`src/hw/rtl/icf_pkg.sv`:
```
package icf_pkg;

  localparam int POINTER_DIGITS_DEF = 16;
  localparam int MAX_FIELD_DEF      = 63;
  localparam int MAX_PREC           = 60;
  localparam int OUT_LIMIT          = 63;

  localparam int FIELD_W   = 6;
  localparam int PREC_W    = 6;
  localparam int ARG_W     = 64;
  localparam int CHAR_W    = 8;
  localparam int SIZE_W    = 9;
  localparam int TOTAL_W   = 8;
  localparam int REMAIN_W  = 6;
  localparam int ND_W      = 5;
  localparam int CONV_W    = 6;

  // Digit store: 22 four-bit slots, enough for 64 bits in octal.
  localparam int OCT_DIGITS = 22;
  localparam int DEC_DIGITS = 20;
  localparam int HEX_DIGITS = 16;
  localparam int DIG_W      = 4 * OCT_DIGITS;
  localparam int BCD_W      = 4 * DEC_DIGITS;

  localparam int FLAG_LEFT  = 0;
  localparam int FLAG_PLUS  = 1;
  localparam int FLAG_SPACE = 2;
  localparam int FLAG_ALT   = 3;
  localparam int FLAG_ZERO  = 4;

  localparam logic [CHAR_W-1:0] CH_SPACE = 8'h20;
  localparam logic [CHAR_W-1:0] CH_ZERO  = 8'h30;
  localparam logic [CHAR_W-1:0] CH_PLUS  = 8'h2B;
  localparam logic [CHAR_W-1:0] CH_MINUS = 8'h2D;
  localparam logic [CHAR_W-1:0] CH_PCT   = 8'h25;
  localparam logic [CHAR_W-1:0] CH_LX    = 8'h78;
  localparam logic [CHAR_W-1:0] CH_UX    = 8'h58;
  localparam logic [CHAR_W-1:0] CH_LA    = 8'h61;
  localparam logic [CHAR_W-1:0] CH_UA    = 8'h41;

  typedef enum logic [2:0] {
    KIND_DEC, KIND_UNS, KIND_OCT, KIND_HEX, KIND_UHEX, KIND_PTR, KIND_CHR, KIND_PCT
  } icf_kind_t;

  typedef enum logic [1:0] {
    LEN_INT, LEN_SHORT, LEN_LONG, LEN_RSVD
  } icf_len_t;

  typedef enum logic [2:0] {
    SRC_LEAD, SRC_SIGN, SRC_PFX0, SRC_PFX1, SRC_ZPAD, SRC_PZERO, SRC_DIG, SRC_TRAIL
  } icf_src_t;

  typedef enum logic [3:0] {
    ST_IDLE, ST_CONV, ST_NORM, ST_LAYOUT,
    ST_LEAD, ST_SIGN, ST_PFX0, ST_PFX1, ST_ZPAD, ST_PZERO, ST_DIG, ST_TRAIL
  } icf_state_t;

  typedef struct packed {
    logic     load;
    logic     conv_step;
    logic     norm_step;
    logic     layout;
    logic     emit;
    icf_src_t src;
  } icf_cmd_t;

  typedef struct packed {
    logic       is_dec;
    logic       skip_digits;
    logic       conv_last;
    logic       norm_done;
    logic       lead_zero;
    logic       has_sign;
    logic [1:0] pfx_len;
    logic       zpad_zero;
    logic       zcnt_zero;
    logic       nd_zero;
    logic       trail_zero;
    logic       remain_last;
    logic       out_free;
  } icf_sts_t;

  function automatic logic [CHAR_W-1:0] digit_char(input logic [3:0] d, input logic upper);
    logic [CHAR_W-1:0] res;
    if (d < 4'd10) begin
      res = CH_ZERO + {4'b0, d};
    end else begin
      res = (upper ? CH_UA : CH_LA) + {4'b0, d} - 8'd10;
    end
    return res;
  endfunction

endpackage

```
`src/hw/rtl/icf_ctrl.sv`:
```
module icf_ctrl
  import icf_pkg::*;
(
  input  logic     clk,
  input  logic     rst_n,
  input  logic     in_valid,
  output logic     in_stall,
  input  icf_sts_t sts,
  output icf_cmd_t cmd
);

  icf_state_t state_r;
  icf_state_t state_nxt;
  icf_state_t seg_next;
  logic       seg_empty;
  logic       seg_single;
  icf_src_t   seg_src;

  always_ff @(posedge clk) begin
    if (!rst_n) begin
      state_r <= ST_IDLE;
    end else begin
      state_r <= state_nxt;
    end
  end

  // Properties of the output segment that the current state emits.
  always_comb begin
    seg_empty  = 1'b1;
    seg_single = 1'b0;
    seg_next   = ST_IDLE;
    seg_src    = SRC_LEAD;
    case (state_r)
      ST_LEAD: begin
        seg_empty = sts.lead_zero;
        seg_next  = ST_SIGN;
        seg_src   = SRC_LEAD;
      end
      ST_SIGN: begin
        seg_empty  = !sts.has_sign;
        seg_single = 1'b1;
        seg_next   = ST_PFX0;
        seg_src    = SRC_SIGN;
      end
      ST_PFX0: begin
        seg_empty  = (sts.pfx_len == 2'd0);
        seg_single = 1'b1;
        seg_next   = ST_PFX1;
        seg_src    = SRC_PFX0;
      end
      ST_PFX1: begin
        seg_empty  = (sts.pfx_len != 2'd2);
        seg_single = 1'b1;
        seg_next   = ST_ZPAD;
        seg_src    = SRC_PFX1;
      end
      ST_ZPAD: begin
        seg_empty = sts.zpad_zero;
        seg_next  = ST_PZERO;
        seg_src   = SRC_ZPAD;
      end
      ST_PZERO: begin
        seg_empty = sts.zcnt_zero;
        seg_next  = ST_DIG;
        seg_src   = SRC_PZERO;
      end
      ST_DIG: begin
        seg_empty = sts.nd_zero;
        seg_next  = ST_TRAIL;
        seg_src   = SRC_DIG;
      end
      ST_TRAIL: begin
        seg_empty = sts.trail_zero;
        seg_next  = ST_IDLE;
        seg_src   = SRC_TRAIL;
      end
      default: begin
        seg_empty = 1'b1;
      end
    endcase
  end

  always_comb begin
    state_nxt = state_r;
    case (state_r)
      ST_IDLE: begin
        if (in_valid) begin
          state_nxt = ST_CONV;
        end
      end
      ST_CONV: begin
        priority if (sts.skip_digits) begin
          state_nxt = ST_LAYOUT;
        end else if (!sts.is_dec || sts.conv_last) begin
          state_nxt = ST_NORM;
        end else begin
          state_nxt = ST_CONV;
        end
      end
      ST_NORM: begin
        if (sts.norm_done) begin
          state_nxt = ST_LAYOUT;
        end
      end
      ST_LAYOUT: begin
        state_nxt = ST_LEAD;
      end
      default: begin
        priority if (seg_empty) begin
          state_nxt = seg_next;
        end else if (sts.out_free) begin
          priority if (sts.remain_last) begin
            state_nxt = ST_IDLE;
          end else if (seg_single) begin
            state_nxt = seg_next;
          end else begin
            state_nxt = state_r;
          end
        end else begin
          state_nxt = state_r;
        end
      end
    endcase
  end

  always_comb begin
    cmd      = '0;
    cmd.src  = seg_src;
    in_stall = (state_r != ST_IDLE);
    case (state_r)
      ST_IDLE:   cmd.load      = in_valid;
      ST_CONV:   cmd.conv_step = sts.is_dec && !sts.skip_digits;
      ST_NORM:   cmd.norm_step = !sts.norm_done;
      ST_LAYOUT: cmd.layout    = 1'b1;
      default:   cmd.emit      = !seg_empty && sts.out_free;
    endcase
  end

endmodule

```
`src/hw/rtl/icf_datapath.sv`:
```
module icf_datapath
  import icf_pkg::*;
#(
  parameter int POINTER_DIGITS = POINTER_DIGITS_DEF,
  parameter int MAX_FIELD      = MAX_FIELD_DEF
)
(
  input  logic                clk,
  input  logic                rst_n,
  input  icf_cmd_t            cmd,
  output icf_sts_t            sts,
  input  logic [2:0]          in_conversion_kind,
  input  logic [1:0]          in_length_code,
  input  logic [4:0]          in_flag_bits,
  input  logic                in_width_given,
  input  logic [FIELD_W-1:0]  in_min_width,
  input  logic [PREC_W-1:0]   in_min_digits,
  input  logic [ARG_W-1:0]    in_arg_value,
  output logic                out_valid,
  input  logic                out_stall,
  output logic [CHAR_W-1:0]   out_char_out,
  output logic                out_last_char
);

  localparam int WW       = $clog2(MAX_FIELD + 1);
  localparam int PTR_BITS = POINTER_DIGITS * 4;
  localparam logic [ARG_W-1:0] PTR_MASK = ~({ARG_W{1'b1}} << PTR_BITS);

  icf_kind_t           kind_r, kind_nxt;
  logic                left_r, left_nxt;
  logic                zero_r, zero_nxt;
  logic                has_sign_r, has_sign_nxt;
  logic [CHAR_W-1:0]   sign_ch_r, sign_ch_nxt;
  logic [1:0]          pfx_len_r, pfx_len_nxt;
  logic [WW-1:0]       width_r, width_nxt;
  logic [PREC_W-1:0]   prec_r, prec_nxt;
  logic [ARG_W-1:0]    mag_r, mag_nxt;
  logic [CONV_W-1:0]   conv_cnt_r, conv_cnt_nxt;
  logic [DIG_W-1:0]    dig_r, dig_nxt;
  logic [ND_W-1:0]     nd_r, nd_nxt;
  logic [WW-1:0]       lead_r, lead_nxt;
  logic [WW-1:0]       zpad_r, zpad_nxt;
  logic [WW-1:0]       trail_r, trail_nxt;
  logic [PREC_W-1:0]   zcnt_r, zcnt_nxt;
  logic [REMAIN_W-1:0] remain_r, remain_nxt;
  logic                out_valid_r, out_valid_nxt;
  logic [CHAR_W-1:0]   out_char_r, out_char_nxt;
  logic                out_last_r, out_last_nxt;

  icf_kind_t           in_kind;
  logic [ARG_W-1:0]    ext_val;
  logic [ARG_W-1:0]    mag_val;
  logic                is_neg;
  logic [ARG_W+1:0]    oct_src;
  logic [DIG_W-1:0]    oct_dig;
  logic [FIELD_W:0]    fw_ext;
  logic [FIELD_W:0]    fw_sat;
  logic                in_left;
  logic [BCD_W-1:0]    bcd_adj;
  logic [PREC_W-1:0]   dlen;
  logic [SIZE_W-1:0]   size;
  logic [WW-1:0]       pad;
  logic [TOTAL_W-1:0]  total;
  logic                upper;
  logic [CHAR_W-1:0]   emit_ch;

  assign in_kind = icf_kind_t'(in_conversion_kind);
  assign upper   = (kind_r == KIND_UHEX);

  // Argument interpretation at transfer: length cut, sign extension, pointer mask, negation.
  always_comb begin
    case (icf_len_t'(in_length_code))
      LEN_LONG:  ext_val = in_arg_value;
      LEN_SHORT: ext_val = (in_kind == KIND_DEC) ?
                           {{(ARG_W-16){in_arg_value[15]}}, in_arg_value[15:0]} :
                           {{(ARG_W-16){1'b0}}, in_arg_value[15:0]};
      default:   ext_val = (in_kind == KIND_DEC) ?
                           {{(ARG_W-32){in_arg_value[31]}}, in_arg_value[31:0]} :
                           {{(ARG_W-32){1'b0}}, in_arg_value[31:0]};
    endcase
    if (in_kind == KIND_PTR) begin
      ext_val = in_arg_value & PTR_MASK;
    end
    is_neg  = (in_kind == KIND_DEC) && ext_val[ARG_W-1];
    mag_val = is_neg ? (~ext_val + 64'd1) : ext_val;
    oct_src = {2'b00, mag_val};
    for (int i = 0; i < OCT_DIGITS; i++) begin
      oct_dig[4*i +: 4] = {1'b0, oct_src[3*i +: 3]};
    end
    fw_ext  = {1'b0, in_min_width};
    fw_sat  = (fw_ext > (FIELD_W+1)'(MAX_FIELD)) ? (FIELD_W+1)'(MAX_FIELD) : fw_ext;
    in_left = in_flag_bits[FLAG_LEFT];
  end

  // One double-dabble step on the BCD part of the digit store.
  always_comb begin
    for (int i = 0; i < DEC_DIGITS; i++) begin
      bcd_adj[4*i +: 4] = (dig_r[DIG_W-BCD_W+4*i +: 4] >= 4'd5) ?
                          dig_r[DIG_W-BCD_W+4*i +: 4] + 4'd3 :
                          dig_r[DIG_W-BCD_W+4*i +: 4];
    end
  end

  // Field layout once the digit count is known.
  always_comb begin
    dlen  = ((PREC_W)'(nd_r) > prec_r) ? (PREC_W)'(nd_r) : prec_r;
    size  = SIZE_W'(width_r) - SIZE_W'(has_sign_r) - SIZE_W'(pfx_len_r) - SIZE_W'(dlen);
    pad   = size[SIZE_W-1] ? '0 : size[WW-1:0];
    total = TOTAL_W'(pad) + TOTAL_W'(has_sign_r) + TOTAL_W'(pfx_len_r) + TOTAL_W'(dlen);
  end

  always_comb begin
    unique case (cmd.src)
      SRC_LEAD, SRC_TRAIL:           emit_ch = CH_SPACE;
      SRC_SIGN:                      emit_ch = sign_ch_r;
      SRC_PFX0, SRC_ZPAD, SRC_PZERO: emit_ch = CH_ZERO;
      SRC_PFX1:                      emit_ch = upper ? CH_UX : CH_LX;
      SRC_DIG:                       emit_ch = digit_char(dig_r[DIG_W-1 -: 4], upper);
    endcase
  end

  always_comb begin
    kind_nxt      = kind_r;
    left_nxt      = left_r;
    zero_nxt      = zero_r;
    has_sign_nxt  = has_sign_r;
    sign_ch_nxt   = sign_ch_r;
    pfx_len_nxt   = pfx_len_r;
    width_nxt     = width_r;
    prec_nxt      = prec_r;
    mag_nxt       = mag_r;
    conv_cnt_nxt  = conv_cnt_r;
    dig_nxt       = dig_r;
    nd_nxt        = nd_r;
    lead_nxt      = lead_r;
    zpad_nxt      = zpad_r;
    trail_nxt     = trail_r;
    zcnt_nxt      = zcnt_r;
    remain_nxt    = remain_r;
    out_valid_nxt = out_valid_r;
    out_char_nxt  = out_char_r;
    out_last_nxt  = out_last_r;

    if (cmd.load) begin
      kind_nxt     = in_kind;
      left_nxt     = in_left;
      zero_nxt     = in_flag_bits[FLAG_ZERO] && !in_left;
      width_nxt    = in_width_given ? fw_sat[WW-1:0] : '0;
      prec_nxt     = (in_min_digits > PREC_W'(MAX_PREC)) ? PREC_W'(MAX_PREC) : in_min_digits;
      mag_nxt      = mag_val;
      conv_cnt_nxt = '1;
      has_sign_nxt = 1'b0;
      sign_ch_nxt  = CH_SPACE;
      pfx_len_nxt  = 2'd0;
      dig_nxt      = '0;
      nd_nxt       = ND_W'(DEC_DIGITS);
      unique case (in_kind)
        KIND_DEC: begin
          priority if (is_neg) begin
            has_sign_nxt = 1'b1;
            sign_ch_nxt  = CH_MINUS;
          end else if (in_flag_bits[FLAG_PLUS]) begin
            has_sign_nxt = 1'b1;
            sign_ch_nxt  = CH_PLUS;
          end else if (in_flag_bits[FLAG_SPACE]) begin
            has_sign_nxt = 1'b1;
            sign_ch_nxt  = CH_SPACE;
          end else begin
            has_sign_nxt = 1'b0;
          end
        end
        KIND_UNS: begin
          has_sign_nxt = 1'b0;
        end
        KIND_OCT: begin
          pfx_len_nxt = in_flag_bits[FLAG_ALT] ? 2'd1 : 2'd0;
          dig_nxt     = oct_dig;
          nd_nxt      = ND_W'(OCT_DIGITS);
        end
        KIND_HEX, KIND_UHEX, KIND_PTR: begin
          pfx_len_nxt = in_flag_bits[FLAG_ALT] ? 2'd2 : 2'd0;
          dig_nxt     = {mag_val, {(DIG_W-ARG_W){1'b0}}};
          nd_nxt      = ND_W'(HEX_DIGITS);
          if (in_kind == KIND_PTR && !in_width_given) begin
            width_nxt = WW'(POINTER_DIGITS);
            zero_nxt  = !in_left;
          end
        end
        KIND_CHR: begin
          has_sign_nxt = 1'b1;
          sign_ch_nxt  = in_arg_value[CHAR_W-1:0];
          zero_nxt     = 1'b0;
          prec_nxt     = '0;
          nd_nxt       = '0;
        end
        KIND_PCT: begin
          has_sign_nxt = 1'b1;
          sign_ch_nxt  = CH_PCT;
          zero_nxt     = 1'b0;
          width_nxt    = '0;
          prec_nxt     = '0;
          nd_nxt       = '0;
        end
      endcase
    end

    if (cmd.conv_step) begin
      dig_nxt      = {bcd_adj[BCD_W-2:0], mag_r[ARG_W-1], {(DIG_W-BCD_W){1'b0}}};
      mag_nxt      = {mag_r[ARG_W-2:0], 1'b0};
      conv_cnt_nxt = conv_cnt_r - 1'b1;
    end

    // Leading zero digits are shifted out so the top slot holds the first digit.
    if (cmd.norm_step) begin
      dig_nxt = {dig_r[DIG_W-5:0], 4'd0};
      nd_nxt  = nd_r - 1'b1;
    end

    if (cmd.layout) begin
      lead_nxt   = (!left_r && !zero_r) ? pad : '0;
      zpad_nxt   = (!left_r && zero_r) ? pad : '0;
      trail_nxt  = left_r ? pad : '0;
      zcnt_nxt   = dlen - PREC_W'(nd_r);
      remain_nxt = (total > TOTAL_W'(OUT_LIMIT)) ? REMAIN_W'(OUT_LIMIT) :
                   total[REMAIN_W-1:0];
    end

    if (cmd.emit) begin
      out_valid_nxt = 1'b1;
      out_char_nxt  = emit_ch;
      out_last_nxt  = (remain_r == REMAIN_W'(1));
      remain_nxt    = remain_r - 1'b1;
      case (cmd.src)
        SRC_LEAD:  lead_nxt  = lead_r - 1'b1;
        SRC_ZPAD:  zpad_nxt  = zpad_r - 1'b1;
        SRC_PZERO: zcnt_nxt  = zcnt_r - 1'b1;
        SRC_TRAIL: trail_nxt = trail_r - 1'b1;
        SRC_DIG: begin
          dig_nxt = {dig_r[DIG_W-5:0], 4'd0};
          nd_nxt  = nd_r - 1'b1;
        end
        default: begin
          nd_nxt = nd_r;
        end
      endcase
    end else if (!out_stall) begin
      out_valid_nxt = 1'b0;
    end
  end

  always_ff @(posedge clk) begin
    if (!rst_n) begin
      out_valid_r <= 1'b0;
    end else begin
      out_valid_r <= out_valid_nxt;
    end
  end

  always_ff @(posedge clk) begin
    kind_r     <= kind_nxt;
    left_r     <= left_nxt;
    zero_r     <= zero_nxt;
    has_sign_r <= has_sign_nxt;
    sign_ch_r  <= sign_ch_nxt;
    pfx_len_r  <= pfx_len_nxt;
    width_r    <= width_nxt;
    prec_r     <= prec_nxt;
    mag_r      <= mag_nxt;
    conv_cnt_r <= conv_cnt_nxt;
    dig_r      <= dig_nxt;
    nd_r       <= nd_nxt;
    lead_r     <= lead_nxt;
    zpad_r     <= zpad_nxt;
    trail_r    <= trail_nxt;
    zcnt_r     <= zcnt_nxt;
    remain_r   <= remain_nxt;
    out_char_r <= out_char_nxt;
    out_last_r <= out_last_nxt;
  end

  always_comb begin
    sts.is_dec      = (kind_r == KIND_DEC) || (kind_r == KIND_UNS);
    sts.skip_digits = (kind_r == KIND_CHR) || (kind_r == KIND_PCT);
    sts.conv_last   = (conv_cnt_r == '0);
    sts.norm_done   = (dig_r[DIG_W-1 -: 4] != 4'd0) || (nd_r == ND_W'(1));
    sts.lead_zero   = (lead_r == '0);
    sts.has_sign    = has_sign_r;
    sts.pfx_len     = pfx_len_r;
    sts.zpad_zero   = (zpad_r == '0);
    sts.zcnt_zero   = (zcnt_r == '0);
    sts.nd_zero     = (nd_r == '0);
    sts.trail_zero  = (trail_r == '0);
    sts.remain_last = (remain_r == REMAIN_W'(1));
    sts.out_free    = !out_valid_r || !out_stall;
  end

  assign out_valid     = out_valid_r;
  assign out_char_out  = out_char_r;
  assign out_last_char = out_last_r;

endmodule

```
`src/hw/rtl/integer_conversion_formatter_top.sv`:
```
// Flow: bit-serial BCD conversion for decimal kinds, then normalisation that drops leading
// zero digits, a layout step, then each output segment in order, empty segments skipped.
// One conversion at a time; within a segment, characters go out one per cycle while out_stall is low.
// Reset: synchronous active-low rst_n sends the controller to idle and clears out_valid.
module integer_conversion_formatter_top
  import icf_pkg::*;
#(
  parameter int POINTER_DIGITS = POINTER_DIGITS_DEF,
  parameter int MAX_FIELD      = MAX_FIELD_DEF
)
(
  input  logic               clk,
  input  logic               rst_n,
  input  logic               in_valid,
  output logic               in_stall,
  input  logic [2:0]         in_conversion_kind,
  input  logic [1:0]         in_length_code,
  input  logic [4:0]         in_flag_bits,
  input  logic               in_width_given,
  input  logic [FIELD_W-1:0] in_min_width,
  input  logic [PREC_W-1:0]  in_min_digits,
  input  logic [ARG_W-1:0]   in_arg_value,
  output logic               out_valid,
  input  logic               out_stall,
  output logic [CHAR_W-1:0]  out_char_out,
  output logic               out_last_char
);

  icf_cmd_t cmd;
  icf_sts_t sts;

  icf_ctrl u_ctrl (
    .clk      (clk),
    .rst_n    (rst_n),
    .in_valid (in_valid),
    .in_stall (in_stall),
    .sts      (sts),
    .cmd      (cmd)
  );

  icf_datapath #(
    .POINTER_DIGITS (POINTER_DIGITS),
    .MAX_FIELD      (MAX_FIELD)
  ) u_datapath (
    .clk                (clk),
    .rst_n              (rst_n),
    .cmd                (cmd),
    .sts                (sts),
    .in_conversion_kind (in_conversion_kind),
    .in_length_code     (in_length_code),
    .in_flag_bits       (in_flag_bits),
    .in_width_given     (in_width_given),
    .in_min_width       (in_min_width),
    .in_min_digits      (in_min_digits),
    .in_arg_value       (in_arg_value),
    .out_valid          (out_valid),
    .out_stall          (out_stall),
    .out_char_out       (out_char_out),
    .out_last_char      (out_last_char)
  );

endmodule
```
`config.mk`:
```
export PLATFORM = sky130hd
export DESIGN_NAME = integer_conversion_formatter_top
export DESIGN_NICKNAME = d
export VERILOG_FILES = /design/src/hw/rtl/icf_pkg.sv /design/src/hw/rtl/icf_ctrl.sv /design/src/hw/rtl/icf_datapath.sv /design/src/hw/rtl/integer_conversion_formatter_top.sv
export SDC_FILE = /design/constraint.sdc
export NUM_CORES = 1
export LEC_CHECK = 0
export BUFFER_PORTS_ARGS = -buffer_cell sky130_fd_sc_hd__buf_2
export CAP_MARGIN = 20
export CORE_MARGIN = 8
export CORE_UTILIZATION = 30
export DETAILED_ROUTE_END_ITERATION = 8
export PLACE_DENSITY = 0.55
export SLEW_MARGIN = 30
export SYNTH_ARGS = -nofsm -noshare
export SYNTH_HDL_FRONTEND = slang
export SYNTH_SLANG_ARGS = --single-unit
```
`constraint.sdc`:
```
create_clock -name clk -period 7.8 [get_ports clk]
set_input_delay 1.56 -clock clk [delete_from_list [all_inputs] [get_ports clk]]
set_output_delay 1.56 -clock clk [all_outputs]
set_load 0.03 [all_outputs]
```
* Yosys cells after proc, flatten, opt, wreduce, memory -nomap -nowiden
Index checks and enable logic that the tools add are counted.
Widths: inputs -> output; s select.
** Cells by class
- Order comparisons :: 24
- Reductions and logical operators :: 49
- Multiplexer cells :: 100
- Bitwise logic cells :: 1
- Equal/unequal tests :: 37
- Add/sub/neg operators :: 38
** Operator list (number)
- $mux 88 :: 5
- $mux 64 :: 6
- $pmux 88 s2 :: 1
- $mux 6 :: 27
- $pmux 64 s2 :: 1
- $mux 4 :: 27
- $ge 4x3->1 const B :: 20
- $add 4x2->4 const B :: 19
- $add 64x1->64 const B :: 1
- $not 64->64 :: 1
- $pmux 8 s5 :: 1
- $sub 6x1->6 const B :: 6
- $eq 3x3->1 const B :: 11
- $logic_not 6->1 :: 5
- $pmux 4 s7 :: 1
- $pmux 8 s3 :: 1
- $pmux 3 s7 :: 1
- $eq 4x3->1 const B :: 4
- $eq 4x4->1 const B :: 4
- $mux 8 :: 2
- $pmux 4 s4 :: 1
- $mux 5 :: 3
- $pmux 5 s3 :: 1
- $mux 1 :: 13
- other kinds (49) :: 87
** Word-level totals
- Flip-flop bits (word level) :: 235
- Word-level logic and storage cells :: 272
- Output and inout bits :: 11
- Input bits :: 91

* Logic depth before layout (Yosys ltp)
- Depth in word-level cells :: 13
- Mapped depth :: 30
- Depth with buffers taken out :: 30

* By module
A second synthesis with hierarchy kept.
** Unflattened totals
- Cells, all modules :: 2044
- Area total of the unflattened synthesis :: 16851.2 um^2
** By module, submodules not included
- icf_datapath :: seq. area each 5795.6 um^2, cells each 1970, area an instance 16321.9 um^2, instances 1
- icf_ctrl :: seq. area each 80.1 um^2, cells each 74, area an instance 529.3 um^2, instances 1

* Worst setup path after synthesis
Ideal clock, no wire load.
- Path type :: reg-to-reg
- From :: register u_datapath.nd_r[4]
- To :: register u_datapath.remain_r[2], data pin
- Setup slack :: 1.566 ns
- Setup time :: 0.269 ns
- Stages on the path, launching flop included :: 27
- Required time :: 7.531 ns
- Data arrival time :: 5.966 ns
- Clock period less this slack :: 6.234 ns
- Buffers on the path :: 1
- Path through :: edfxtp_1 > ha_1 > and3_1 > o21a_1 > o31ai_1 > clkbuf_1 > nand2_1 > o21ai_0 > ha_1 > fa_1 > nor2b_1 > o21ai_0 > a21boi_0 > o21a_1 > o21a_1 > and2_1 > ha_1 > ha_1 > fa_1 > ha_1 > fa_1 > a21o_1 > a21oi_1 > nand3_1 > nand2_1 > o211ai_1 > a2bb2oi_1
** Between the ends
- Longest elaborated chain between the ends :: 11
- Elaborated cells between the ends (all ways) :: 16
- Those cells by class :: add/sub (4); order compare (2); mux (7); reduce/logical (3)
** RTL lines
- from (decl) :: line icf_datapath.sv:40 : logic [ND_W-1:0] nd_r, nd_nxt;
- from (signal assigned) :: line icf_datapath.sv:271 : nd_r <= nd_nxt;
- $gt 5x6->1 :: line icf_datapath.sv:106 : dlen = ((PREC_W)'(nd_r) > prec_r) ? (PREC_W)'(nd_r) : prec_r;
- $mux 6 :: line icf_datapath.sv:106
- $sub 9x6->9 :: line icf_datapath.sv:107 : size = SIZE_W'(width_r) - SIZE_W'(has_sign_r) - SIZE_W'(pfx_len_r) - SIZE_W'(dlen);
- $mux 6 :: line icf_datapath.sv:108 : pad = size[SIZE_W-1] ? '0 : size[WW-1:0];
- $add 6x1->7 :: line icf_datapath.sv:109 : total = TOTAL_W'(pad) + TOTAL_W'(has_sign_r) + TOTAL_W'(pfx_len_r) + TOTAL_W'(dlen);
- $add 8x2->8 :: line icf_datapath.sv:109
- $add 8x6->8 :: line icf_datapath.sv:109
- $gt 8x6->1 :: line icf_datapath.sv:224 : remain_nxt = (total > TOTAL_W'(OUT_LIMIT)) ? REMAIN_W'(OUT_LIMIT) :
- $mux 6 :: line icf_datapath.sv:224
- $mux 6 :: line icf_datapath.sv:219 : if (cmd.layout) begin
- $mux 6 (*) :: line icf_datapath.sv:228 : if (cmd.emit) begin
- net u_datapath.remain_nxt[2] :: line icf_datapath.sv:45 : logic [REMAIN_W-1:0] remain_r, remain_nxt;
- to (signal assigned) :: line icf_datapath.sv:276 : remain_r <= remain_nxt;
- to (decl) :: line icf_datapath.sv:45
Mark *: on every way through the listed nets, which the timed path passes. The rest lies on a longest branch. The select of a mux whose other input is x is not followed.
A chain may end at the register's enable or synchronous reset.

* Worst setup path in the final report
- From :: register u_datapath.nd_r[4]
- To :: register u_datapath.remain_r[3], data pin
Same word-level chain as after synthesis.

==> insert_results.sql <==
INSERT INTO impl_metrics (metric_group, metric, value, unit) VALUES
('run_status', 'result_of_the_run', 'completed', ''),
('final_layout', 'nFillCells', '5839', ''),
('sta', 'layout_worst_path_cycle_share', '90.2', '%'),
('setup_path', 'worstSetupEndpointType', 'flip-flop', ''),
('floorplan', 'die-area', '0.0635', 'mm^2'),
('global_route', 'grt_antenna_before_repair', '3', ''),
('cts', 'post_cts_hold_buffer_count', '0', ''),
('final_layout', 'mostFrequentLayoutCells', 'sky130_fd_sc_hd__nand2_1 (196), sky130_fd_sc_hd__o21ai_0 (179), sky130_fd_sc_hd__a21oi_1 (162), sky130_fd_sc_hd__nor2_1 (144), sky130_fd_sc_hd__dfxtp_1 (118)', ''),
('cts', 'post-cts-setup-buffer-count', '0', ''),
('cts', 'clock_sink_count', '235', ''),
('synth', 'syn-cell-area', '0.0167', 'mm^2'),
('cts', 'clk_transition_reported_paths', '0.06', 'ns'),
('setup_path', 'cp_data_required_time', '8.10', 'ns'),
('floorplan', 'chipHeight', '252', 'um'),
('sta', 'rsz0062_at_grt', 'false', ''),
('global_route', 'grt_util_all_layers', '17.5', '%'),
('final_layout', 'mostFrequentLayoutCell', 'sky130_fd_sc_hd__nand2_1', ''),
('sta', 'clock-skew-final', '0.0249', 'ns'),
('floorplan', 'std_cell_rows', '86', ''),
('sta', 'worstMarginPinSlew', '0.978', 'ns'),
('synth', 'synth.yosys.warnings', '0', ''),
('synth', 'postSynthAreaPerCell', '8.42', 'um^2'),
('route', 'vias_per_cell', '5.72', ''),
('cts', 'clock_tree.buffer_depth', '3', ''),
('cts', 'clock_latency', '0.58', 'ns'),
('route', 'drt-total-wl', '58.3', 'mm'),
('floorplan', 'top_level_ports', '102', ''),
('sta', 'final_hold_violating_endpoints', '0', ''),
('global_route', 'grt-ovfl-total', '0', ''),
('final_layout', 'layout_area_growth_over_synthesis', '12.3', '%'),
('synth', 'synth_largest_area_cell', 'sky130_fd_sc_hd__edfxtp_1', ''),
('synth', 'yosys.area.top_type_share', '21.0', '%'),
('final_layout', 'register_area', '0.00588', 'mm^2'),
('sta', 'period_minus_slack', '7.04', 'ns'),
('place', 'hpwlAfterDp', '41.3', 'mm'),
('worst_hold_path', 'hold_path.class', 'reg2reg', ''),
('floorplan', 'die_w', '252', 'um'),
('pwr', 'leakage', '6.88', 'nW'),
('route', 'drcViolationCount', '0', ''),
('setup_path', 'worst_ep_arrival_time', '7.34', 'ns'),
('synth', 'post_synth_inst_count', '1986', ''),
('pwr', 'power.density', '397', 'mW/mm^2'),
('cts', 'clk_root_buffer_cell', 'sky130_fd_sc_hd__clkbuf_16', ''),
('synth', 'synth_seq_area_share', '35.2', '%'),
('floorplan', 'initial_utilization', '30.3', '%'),
('global_route', 'grt_pass1_wl', '89.6', 'mm'),
('route', 'dr_total_vias', '15951', ''),
('job', 'max-cap-violations', '0', ''),
('final_layout', 'multiInputGateArea', '0.0100', 'mm^2'),
('route', 'detail_route.first_pass.iterations', '6', ''),
('route', 'drt_first_iter_violations', '1309', ''),
('route', 'antenna_left', '0', ''),
('setup_path', 'critical_path_startpoint_category', 'flip-flop', ''),
('sta', 'drv_slew', '0', ''),
('floorplan', 'floorplan_core_area', '0.0551', 'mm^2'),
('synth', 'post_synth_num_cell_types', '99', ''),
('final_layout', 'nets', '2207', ''),
('final_layout', 'antenna-diode-count', '0', ''),
('global_route', 'vias_in_the_first_global_route', '15272', ''),
('synth', 'synth_seq_cells', '235', ''),
('synth', 'nets_in_the_synthesized_netlist', '2173', ''),
('cts', 'cts-buffers-inserted', '29', ''),
('sta', 'timing.max_slew.rel_slack', '34.6', '%'),
('route', 'wire_per_inst', '20.9', 'um'),
('global_route', 'grt_start_max_net_pins', '75', ''),
('setup_path', 'worstPathMaxFanout', '13', ''),
('synth', 'synthTopCellsByArea', 'sky130_fd_sc_hd__edfxtp_1 (21%), sky130_fd_sc_hd__dfxtp_1 (14%), sky130_fd_sc_hd__ha_1 (6.9%)', ''),
('place', 'gpl.final_weighted_congestion', '0.861', ''),
('synth', 'synth_edf_count', '117', ''),
('synth', 'async_reset_ff_share', '0', '%'),
('sta', 'fin_tns_setup', '0', 'ns'),
('sta', 'setup_viol_count_final', '0', ''),
('cts', 'cts-resized-gates', '0', ''),
('synth', 'yosys_most_used_dff', 'sky130_fd_sc_hd__dfxtp_1', ''),
('setup_path', 'worst_setup_path_class', 'reg2reg', ''),
('pwr', 'fin_total_pwr', '0.00745', 'W'),
('pwr', 'worst_ir_drop_vdd', '0.190', 'mV'),
('place', 'buffer_ports.inserted', '101', ''),
('cts', 'tritoncts', 'yes', ''),
('cts', 'htree_num_levels', '1', ''),
('final_layout', 'drive_above_1_share', '11.2', '%'),
('sta', 'max_freq', '0.142', 'GHz');
-- cells by family after synthesis --
kind of cell / synth area share (%)
AND/OR/NAND/NOR: 18.1
adder cells (fa/ha/maj): 7.37
AO/OA/AOI/OAI: 28.0
XOR/XNOR: 5.19
multiplexers: 0.913
buffers and inverters: 5.25
flip-flops: 35.2
-- where the power goes --
group          leakage (nW)  switching, W  internal, W
clock network         0.449      0.000560     0.000733
registers              2.10      0.000437      0.00192
logic                  4.33       0.00227      0.00152
total                  6.88       0.00327      0.00418
-- flip-flops by register name, summed over array words and instances (netlist names), 8 cells and up --
name / count
u_datapath.dig_r: 88
u_datapath.mag_r: 64
u_datapath.out_char_out: 8
u_datapath.sign_ch_r: 8
-- worst max-delay path: stages, from the launching register on --
cell and delay (ns):
sky130_fd_sc_hd__edfxtp_1 0.45, sky130_fd_sc_hd__ha_1 0.33, sky130_fd_sc_hd__and3_1 0.20, sky130_fd_sc_hd__a31oi_1 0.18, sky130_fd_sc_hd__o31ai_1 0.09, sky130_fd_sc_hd__buf_4 0.18
sky130_fd_sc_hd__o21ai_0 0.58, sky130_fd_sc_hd__ha_1 0.40, sky130_fd_sc_hd__fa_1 0.47, sky130_fd_sc_hd__nor2b_1 0.12, sky130_fd_sc_hd__o21ai_0 0.12, sky130_fd_sc_hd__a21boi_0 0.29
sky130_fd_sc_hd__o21a_1 0.20, sky130_fd_sc_hd__o21a_1 0.23, sky130_fd_sc_hd__nor2b_1 0.47, sky130_fd_sc_hd__ha_1 0.34, sky130_fd_sc_hd__fa_1 0.44, sky130_fd_sc_hd__ha_1 0.24
sky130_fd_sc_hd__fa_1 0.41, sky130_fd_sc_hd__a21o_1 0.18, sky130_fd_sc_hd__a21oi_1 0.22, sky130_fd_sc_hd__nand3_1 0.10, sky130_fd_sc_hd__nand2_1 0.07, sky130_fd_sc_hd__o211ai_1 0.23
sky130_fd_sc_hd__a2bb2oi_1 0.22
-- layer usage --
metal / track usage (%) / vias up / part of all wire (%)
met4: 5.72 / 0 / 3.3
li1: - / 7467 / -
met2: 28.8 / 581 / 46
met1: 23.5 / 7795 / 44
met5: 0 / - / 0
met3: 2.35 / 108 / 6.1
-- final timing paths --
check	from	to	slack (ns)	cells after the start
worst min register to register	u_datapath.dig_r[2]	u_datapath.dig_r[2]	0.46	2
worst min-delay path	u_datapath.dig_r[2]	u_datapath.dig_r[2]	0.46	2
worst max register to register	u_datapath.nd_r[4]	u_datapath.remain_r[3]	0.76	24
worst max-delay path	u_datapath.nd_r[4]	u_datapath.remain_r[3]	0.76	24
-- synth_stat cells, types with 22 or more instances --
library cell               count
sky130_fd_sc_hd__edfxtp_1    117
sky130_fd_sc_hd__ha_1         92
sky130_fd_sc_hd__a22o_1       31
sky130_fd_sc_hd__xnor2_1      57
sky130_fd_sc_hd__o31ai_1      27
sky130_fd_sc_hd__clkbuf_1     72
sky130_fd_sc_hd__a21oi_1     163
sky130_fd_sc_hd__xor2_1       42
sky130_fd_sc_hd__o21ai_0     179
sky130_fd_sc_hd__nor2_1      147
sky130_fd_sc_hd__nor3_1       54
sky130_fd_sc_hd__a221oi_1     28
sky130_fd_sc_hd__dfxtp_1     118
sky130_fd_sc_hd__a31oi_1      27
sky130_fd_sc_hd__nand3_1      41
sky130_fd_sc_hd__nand2_1     196
sky130_fd_sc_hd__a22oi_1      22
sky130_fd_sc_hd__inv_1        96
sky130_fd_sc_hd__nand2b_1     42
sky130_fd_sc_hd__buf_2        36
-- metrics by stage --
stage,area [um^2],utilization (%),setup WS (ns),hold WS [ns],std cells
finish,18800,34.1,0.762,0.461,2791
global route,18800,34.1,0.243,0.478,2791
CTS,18800,34.0,0.747,0.460,2791
detailed placement,17900,32.4,0.778,0.450,2737
global placement,17900,32.4,1.06,0.441,2737
floorplan,16700,-,1.57,0.407,1986
-- layout make-up --
class	instances	share of cell area [%]
Clock inverter	11	0.340
Timing Repair Buffer	124	3.61
Multi-Input combinational cell	1532	53.4
Sequential cell	235	31.3
Tap cell	748	4.98
Clock buffer	43	4.41
Inverter	98	1.97
Note: power is estimated with default switching activity, not from simulation.
